==> src/hdl/rounded_rect_alpha_blender_defines.svh <==
// Assertion macros for the rounded rectangle alpha blender.
`ifndef ROUNDED_RECT_ALPHA_BLENDER_DEFINES_SVH
`define ROUNDED_RECT_ALPHA_BLENDER_DEFINES_SVH

`ifndef SYNTHESIS
// Checked out of reset: property disabled while rst_n is low.
`define RRAB_ASSERT(label, clk, rst_n, prop, msg) \
  label: assert property (@(posedge clk) disable iff (!rst_n) prop) else $error(msg);
// Checked at every edge, reset included.
`define RRAB_ASSERT_ALWAYS(label, clk, prop, msg) \
  label: assert property (@(posedge clk) prop) else $error(msg);
`else
`define RRAB_ASSERT(label, clk, rst_n, prop, msg)
`define RRAB_ASSERT_ALWAYS(label, clk, prop, msg)
`endif

`endif

==> src/hdl/rrab_pkg.sv <==
// Types, constants and blend helpers for the rounded rectangle alpha blender.
`default_nettype none

package rrab_pkg;

  localparam int unsigned CFG_ADDR_W = 3;
  localparam int unsigned CFG_DATA_W = 16;
  localparam int unsigned COORD_W    = 10;
  localparam int unsigned RADIUS_W   = 6;
  localparam int unsigned COLOR_W    = 16;
  localparam int unsigned ALPHA_W    = 8;
  localparam int unsigned COL_W      = 9;
  localparam int unsigned ROW_W      = 8;
  localparam int unsigned IN_DATA_W  = 40;
  localparam int unsigned OUT_DATA_W = 16;

  // RGB565 field layout
  localparam int unsigned RED_LSB   = 11;
  localparam int unsigned GREEN_LSB = 5;
  localparam int unsigned BLUE_LSB  = 0;
  localparam int unsigned RB_W      = 5;
  localparam int unsigned G_W       = 6;

  localparam logic [ALPHA_W-1:0] ALPHA_MAX = 8'd255;

  typedef enum logic [CFG_ADDR_W-1:0] {
    CFG_RECT_LEFT     = 3'd0,
    CFG_RECT_TOP      = 3'd1,
    CFG_RECT_WIDTH    = 3'd2,
    CFG_RECT_HEIGHT   = 3'd3,
    CFG_CORNER_RADIUS = 3'd4,
    CFG_FILL_COLOR    = 3'd5,
    CFG_BLEND_ALPHA   = 3'd6
  } cfg_idx_t;

  // (f*a + b*(255-a)) / 255, truncated; the sum stays below 2^14 so
  // (x + 1 + (x >> 8)) >> 8 gives the exact quotient.
  function automatic logic [G_W-1:0] mix_chan(input logic [G_W-1:0] f,
                                               input logic [G_W-1:0] b,
                                               input logic [ALPHA_W-1:0] a);
    logic [ALPHA_W-1:0] ia;
    logic [13:0]        pf;
    logic [13:0]        pb;
    logic [13:0]        sum;
    logic [14:0]        t;
    ia  = ALPHA_MAX - a;
    pf  = {8'b0, f} * {6'b0, a};
    pb  = {8'b0, b} * {6'b0, ia};
    sum = pf + pb;
    t   = {1'b0, sum} + 15'd1 + {9'b0, sum[13:8]};
    return t[13:8];
  endfunction

  function automatic logic [COLOR_W-1:0] blend565(input logic [COLOR_W-1:0] fg,
                                                  input logic [COLOR_W-1:0] bg,
                                                  input logic [ALPHA_W-1:0] a);
    logic [G_W-1:0] r;
    logic [G_W-1:0] g;
    logic [G_W-1:0] b;
    r = mix_chan({1'b0, fg[RED_LSB +: RB_W]}, {1'b0, bg[RED_LSB +: RB_W]}, a);
    g = mix_chan(fg[GREEN_LSB +: G_W], bg[GREEN_LSB +: G_W], a);
    b = mix_chan({1'b0, fg[BLUE_LSB +: RB_W]}, {1'b0, bg[BLUE_LSB +: RB_W]}, a);
    return {r[RB_W-1:0], g, b[RB_W-1:0]};
  endfunction

endpackage

`default_nettype wire

==> src/hdl/rounded_rect_alpha_blender.sv <==
// Rounded rectangle alpha blender: RGB565 pixel stream in, blended stream out.
`default_nettype none
`include "rounded_rect_alpha_blender_defines.svh"

// Takes one pixel per clock, back to back, while out_tready stays high. A pixel
// accepted at the input passes through the input register and then the result
// register before it shows on the output. All coverage and blend math sits in
// one combinational pass between those two registers, so the throughput is
// one pixel per cycle whenever the sink keeps out_tready high.
// A pixel inside the configured rectangle with quarter-circle corners has each
// channel blended as (fill*alpha + bg*(255-alpha))/255, truncated, and carries
// covered = 1 on out_tuser; pixels outside or off screen pass unchanged.
// The user writes cfg_* registers only while the stream is idle; not enforced.
module rounded_rect_alpha_blender
  import rrab_pkg::*;
#(
  parameter int unsigned SCREEN_COLS = 320,
  parameter int unsigned SCREEN_ROWS = 240
) (
  input  wire logic                  clk,
  input  wire logic                  rst_n,
  input  wire logic                  cfg_wr_en,
  input  wire logic [CFG_ADDR_W-1:0] cfg_addr,
  input  wire logic [CFG_DATA_W-1:0] cfg_wdata,
  input  wire logic                  in_tvalid,
  output logic                       in_tready,
  // [8:0] pixel_col, [16:9] pixel_row, [32:17] background_color, rest zero
  input  wire logic [IN_DATA_W-1:0]  in_tdata,
  output logic                       out_tvalid,
  input  wire logic                  out_tready,
  // [15:0] result_color
  output logic [OUT_DATA_W-1:0]      out_tdata,
  // [0] covered
  output logic [0:0]                 out_tuser
);

  localparam int unsigned CMP_W = 11;

  // configuration
  logic [COORD_W-1:0]  rect_left_r;
  logic [COORD_W-1:0]  rect_top_r;
  logic [COORD_W-1:0]  rect_width_r;
  logic [COORD_W-1:0]  rect_height_r;
  logic [RADIUS_W-1:0] corner_radius_r;
  logic [COLOR_W-1:0]  fill_color_r;
  logic [ALPHA_W-1:0]  blend_alpha_r;

  always_ff @(posedge clk) begin
    if (!rst_n) begin
      rect_left_r     <= '0;
      rect_top_r      <= '0;
      rect_width_r    <= '0;
      rect_height_r   <= '0;
      corner_radius_r <= '0;
      fill_color_r    <= '0;
      blend_alpha_r   <= ALPHA_MAX;
    end else if (cfg_wr_en) begin
      case (cfg_idx_t'(cfg_addr))
        CFG_RECT_LEFT:     rect_left_r     <= cfg_wdata[COORD_W-1:0];
        CFG_RECT_TOP:      rect_top_r      <= cfg_wdata[COORD_W-1:0];
        CFG_RECT_WIDTH:    rect_width_r    <= cfg_wdata[COORD_W-1:0];
        CFG_RECT_HEIGHT:   rect_height_r   <= cfg_wdata[COORD_W-1:0];
        CFG_CORNER_RADIUS: corner_radius_r <= cfg_wdata[RADIUS_W-1:0];
        CFG_FILL_COLOR:    fill_color_r    <= cfg_wdata[COLOR_W-1:0];
        CFG_BLEND_ALPHA:   blend_alpha_r   <= cfg_wdata[ALPHA_W-1:0];
        default: ;
      endcase
    end
  end

  // input stage
  logic               s1_valid_r;
  logic [COL_W-1:0]   s1_col_r;
  logic [ROW_W-1:0]   s1_row_r;
  logic [COLOR_W-1:0] s1_bg_r;
  logic               s1_move;
  logic               in_beat;

  // result stage
  logic               out_valid_r;
  logic [COLOR_W-1:0] out_color_r;
  logic               out_covered_r;

  assign s1_move   = s1_valid_r && (!out_valid_r || out_tready);
  assign in_tready = !s1_valid_r || s1_move;
  assign in_beat   = in_tvalid && in_tready;

  always_ff @(posedge clk) begin
    if (!rst_n) begin
      s1_valid_r <= 1'b0;
    end else if (in_tready) begin
      s1_valid_r <= in_tvalid;
    end
  end

  always_ff @(posedge clk) begin
    if (in_beat) begin
      s1_col_r <= in_tdata[COL_W-1:0];
      s1_row_r <= in_tdata[COL_W +: ROW_W];
      s1_bg_r  <= in_tdata[COL_W+ROW_W +: COLOR_W];
    end
  end

  // coverage test, all in 12-bit signed arithmetic
  logic signed [11:0] u, v, w_s, h_s, r_s, mu, mv, cx, cy, dx, dy;
  logic        [12:0] dsq;
  logic        [11:0] rr;
  logic               on_screen, in_box, body, strip, corner_ok, hit;
  logic [COLOR_W-1:0] blended;

  always_comb begin
    u   = $signed({3'b000, s1_col_r}) - $signed({{2{rect_left_r[COORD_W-1]}}, rect_left_r});
    v   = $signed({4'b0000, s1_row_r}) - $signed({{2{rect_top_r[COORD_W-1]}}, rect_top_r});
    w_s = $signed({2'b00, rect_width_r});
    h_s = $signed({2'b00, rect_height_r});
    r_s = $signed({6'b000000, corner_radius_r});
    mu  = w_s - 12'sd1 - u;
    mv  = h_s - 12'sd1 - v;

    // distance into the corner zone; the mirrored side wins when larger
    cx = (u < r_s) ? u : -12'sd1;
    if (mu < r_s && mu > cx) begin
      cx = mu;
    end
    cy = (v < r_s) ? v : -12'sd1;
    if (mv < r_s && mv > cy) begin
      cy = mv;
    end
    dx = r_s - cx;
    dy = r_s - cy;

    dsq = {7'b0, dx[RADIUS_W-1:0]} * {7'b0, dx[RADIUS_W-1:0]}
        + {7'b0, dy[RADIUS_W-1:0]} * {7'b0, dy[RADIUS_W-1:0]};
    rr  = {6'b0, corner_radius_r} * {6'b0, corner_radius_r};

    on_screen = ({{(CMP_W-COL_W){1'b0}}, s1_col_r} < CMP_W'(SCREEN_COLS)) &&
                ({{(CMP_W-ROW_W){1'b0}}, s1_row_r} < CMP_W'(SCREEN_ROWS));
    in_box    = !u[11] && (u < w_s) && !v[11] && (v < h_s);
    body      = (v >= r_s) && (v < h_s - r_s);
    strip     = (u >= r_s) && (u < w_s - r_s);
    corner_ok = !cx[11] && !cy[11] && (dsq <= {1'b0, rr});
    hit       = on_screen && in_box && (body || strip || corner_ok);

    blended   = blend565(fill_color_r, s1_bg_r, blend_alpha_r);
  end

  always_ff @(posedge clk) begin
    if (!rst_n) begin
      out_valid_r <= 1'b0;
    end else if (s1_move) begin
      out_valid_r <= 1'b1;
    end else if (out_tready) begin
      out_valid_r <= 1'b0;
    end
  end

  always_ff @(posedge clk) begin
    if (s1_move) begin
      out_color_r   <= hit ? blended : s1_bg_r;
      out_covered_r <= hit;
    end
  end

  assign out_tvalid   = out_valid_r;
  assign out_tdata    = out_color_r;
  assign out_tuser[0] = out_covered_r;

  `RRAB_ASSERT(a_move_fills_out, clk, rst_n, s1_move |=> out_valid_r, "stage beat lost on way to output")
  `RRAB_ASSERT(a_miss_passes_bg, clk, rst_n, (s1_move && !hit) |=> (out_color_r == $past(s1_bg_r)) && !out_covered_r, "uncovered pixel altered")
  `RRAB_ASSERT(a_opaque_is_fill, clk, rst_n, (s1_move && hit && blend_alpha_r == ALPHA_MAX) |=> out_color_r == $past(fill_color_r), "opaque blend differs from fill")
  `RRAB_ASSERT(a_clear_is_bg, clk, rst_n, (s1_move && hit && blend_alpha_r == '0) |=> out_color_r == $past(s1_bg_r), "transparent blend differs from background")
  `RRAB_ASSERT(a_no_overrun, clk, rst_n, (in_beat && s1_valid_r) |-> s1_move, "input stage overwritten")

endmodule

`default_nettype wire

==> config.mk <==
export PLATFORM = sky130hd
export DESIGN_NAME = rounded_rect_alpha_blender
export DESIGN_NICKNAME = d
export VERILOG_FILES = /design/src/hdl/rrab_pkg.sv /design/src/hdl/rounded_rect_alpha_blender.sv
export VERILOG_INCLUDE_DIRS = /design/src /design/src/hdl
export SDC_FILE = /design/constraint.sdc
export NUM_CORES = 1
export LEC_CHECK = 0
export BUFFER_PORTS_ARGS = -buffer_cell sky130_fd_sc_hd__buf_2
export CORE_UTILIZATION = 30
export DETAILED_ROUTE_END_ITERATION = 16
export PLACE_DENSITY = 0.57
export SKIP_LAST_GASP = 1
export SLEW_MARGIN = 25
export SYNTH_ARGS = -nofsm -noshare
export SYNTH_HDL_FRONTEND = slang
export SYNTH_SLANG_ARGS = --single-unit
==> constraint.sdc <==
create_clock -name clk -period 38.3 [get_ports clk]
set_input_delay 3.83 -clock clk [delete_from_list [all_inputs] [get_ports clk]]
set_output_delay 3.83 -clock clk [all_outputs]
set_load 0.005 [all_outputs]
==> out/summary.txt <==
most used cell, CP -> inv_1
Die X -> 267 um
CTS root buf -> clkbuf_16
PortBufs -> 75
WL final -> 53,200 um
IO Count -> 83
Mapped Cells -> 2,436
CP Data Arrival Time -> 15.59 ns
Post-synth ARST share -> 0
CP Launch Type -> flip-flop
first-pass GRT wire length -> 87,300 um
P_int -> 0.000822 W
Synth Cell Area -> 0.0211 sq mm
synth unique cells -> 84
FP Rows -> 96
CP required -> 38.50 ns
GRT overflow -> 0
drt first pass iters -> 5
Slowest-stage cell, CP -> a2111oi_0
Via-to-Cell Ratio -> 4.72
Post-synth EDFFs -> 50
initial core utilization -> 0.306
Syn Area/Cell -> 8.68 sq um
Worst Setup End Kind -> flip-flop
run status -> finished clean
Peak Freq -> 65.0 MHz
worst vdd rail ir drop -> 0.176 mV
Worst Tran Pin Value -> 0.911 ns
multi-input logic area -> 0.0166 sq mm
sequential-to-total area share from yosys stat -> 0.139
main flop type after synthesis -> dfxtp_1
RD Place Congestion -> 0.839
final hold vios -> 0
Vias -> 16,200
global-route met1 utilization -> 0.217
Logic pwr share -> 0.803
crit-path max FO -> 17
maxcap violations -> 0
grt peak-use layer -> met2
vias in the first global route -> 16,400
register area -> 0.00294 sq mm
Ant. Diodes -> 0
Area Growth Syn to Fin -> 9.83%
DR DRC count -> 0
Worst Skew -> 0.0148 ns
Overall Global Routing Usage -> 0.156
Die H -> 267 um
Final WS setup -> 22.91 ns
clock buffer depth -> 2
number of max-slew violations in the final report -> 0
share of cells above drive strength 1 -> 0.0710
most common cell after layout, fill and taps aside -> inv_1
#FFs+latches synth -> 122
CTS buffer count -> 17
Sw Pwr -> 0.000820 W
DRT iter0 DRCs -> 854
Post-CTS Setup Repair Bufs -> 0
Num Clock Sinks -> 122
Final #Nets -> 3,106
Final Power -> 0.00164 W
clock group share of total power -> 0.106
core area -> 0.0692 sq mm
post-route ant nets -> 0
Power Dens Cells -> 70.8 mW/mm^2
CP max stage delay -> 0.70 ns
hold_buf cts -> 0
commonest cells after routing, fill and taps aside -> 368 x inv_1, 321 x ha_1, 280 x nand2_1, 228 x fa_1, 139 x nor2_1
leakage -> 11.0 nW
DR WL/cell -> 15.5 um
# H-tree levels -> 4
cts repair resizes -> 0
Seq pwr share -> 0.090
Final Cell Area -> 0.0232 sq mm
Placed Area -> 0.0226 sq mm
headroom to the max-slew limit -> 0.388
kind of critical path -> flip-flop to flip-flop
largest net degree at the start of global routing -> 73
initial antenna violation count -> 0
met2 usage -> 0.256
met3 Use GR -> 0.0199
final setup violation count -> 0
fin crit period -> 15.39 ns
HPWL Detailed -> 42,100 um
setup TNS -> 0 ns
fillcell total -> 7,300
CTS tree -> yes
Ys Warns -> 0
Net Sw Frac -> 0.499
RSZ-0062 raised after global routing -> false
fin crit share -> 0.402
hold crit path type -> flip-flop to flip-flop
Place WS -> 22.94 ns
die area -> 0.0715 sq mm
Reg clk slew, reported paths -> 0.07 ns
Worst-Skew Late Latency -> 0.46 ns
-- registers in the layout (all words and copies together) (netlist names), 8 cells and up --
register       count
rect_top_r        10
rect_width_r      10
s1_bg_r           16
s1_row_r           8
fill_color_r      16
blend_alpha_r      8
out_tdata         16
s1_col_r           9
rect_left_r       10
rect_height_r     10
-- critical path, delay by kind of cell, from the launching register on --
kind            cells  cell delay [ns]
fa+ha+maj          12             4.65
buf+inv            10             0.96
simple gates       13             2.40
flops               1             0.36
xor+xnor            4             0.66
compound gates     22             5.28
mux                 2             0.75
-- layer usage --
layer | up-vias | part of all wire
met5 | - | 0
met4 | 0 | 0.016
met2 | 225 | 0.46
li1 | 8109 | -
met3 | 46 | 0.032
met1 | 7828 | 0.50
-- power by group through the flow --
| stage | clock (W) | sequential [W] | combinational (W) |
|---|---|---|---|
| after floorplan | 0 | 0.000147 | 0.00104 |
| after global placement | 0 | 0.000151 | 0.00132 |
| after detailed placement | 0 | 0.000151 | 0.00133 |
| after CTS | 0.000180 | 0.000148 | 0.00134 |
| after global routing | 0.000184 | 0.000149 | 0.00156 |
| final | 0.000175 | 0.000148 | 0.00132 |
-- cells by family (layout without fill, tap and decap cells) --
logic type / after synthesis / after routing / synth area share
mux: 31 / 31 / 0.0170
fa+ha+maj: 550 / 550 / 0.406
compound gates: 375 / 375 / 0.118
xor+xnor: 125 / 125 / 0.0525
other cells: 1 / 3 / 0.000177
flops: 122 / 122 / 0.139
simple gates: 803 / 803 / 0.189
buf+inv: 429 / 497 / 0.0775
-- cell usage after synthesis, types with 58 or more instances --
| cell | number | area, sq um |
|---|---|---|
| inv_1 | 368 | 1380 |
| fa_1 | 228 | 4560 |
| nand2b_1 | 87 | 544 |
| nor2b_1 | 96 | 601 |
| ha_1 | 321 | 4020 |
| nor2_1 | 139 | 522 |
| o21ai_0 | 58 | 290 |
| a21boi_0 | 63 | 473 |
| a21oi_1 | 95 | 475 |
| xnor2_1 | 92 | 806 |
| dfxtp_1 | 72 | 1440 |
| nand2_1 | 280 | 1050 |
-- layout make-up --
class | instances | area share
Timing Repair Buffer | 96 | 0.0230
Inverter | 369 | 0.0597
Clock buffer | 19 | 0.0205
Sequential cell | 122 | 0.127
Multi-Input combinational cell | 1887 | 0.714
Tap cell | 931 | 0.0502
Clock inverter | 13 | 0.00587
-- per-stage QoR --
step	hold WS [ns]	util	std cells
3_3_place_gp	0.450	0.327	3405
2_1_floorplan	0.443	-	2438
6_report	0.468	0.336	3437
4_1_cts	0.469	0.336	3437
5_1_grt	0.487	0.336	3437
3_5_place_dp	0.458	0.327	3405
-- worst paths after layout --
kind / startpoint / end / slack, ns / depth (start not counted)
hold reg to reg: rect_top_r[5]$_SDFFE_PN0P_ / rect_top_r[5]$_SDFFE_PN0P_ / 0.47 / 2
setup / recovery: s1_row_r[0]$_DFFE_PP_ / out_tdata[11]$_DFFE_PP_ / 22.91 / 63
setup reg to reg: s1_row_r[0]$_DFFE_PP_ / out_tdata[11]$_DFFE_PP_ / 22.91 / 63
hold / removal: rect_top_r[5]$_SDFFE_PN0P_ / rect_top_r[5]$_SDFFE_PN0P_ / 0.47 / 2
Power figures use the tool's default switching activity.
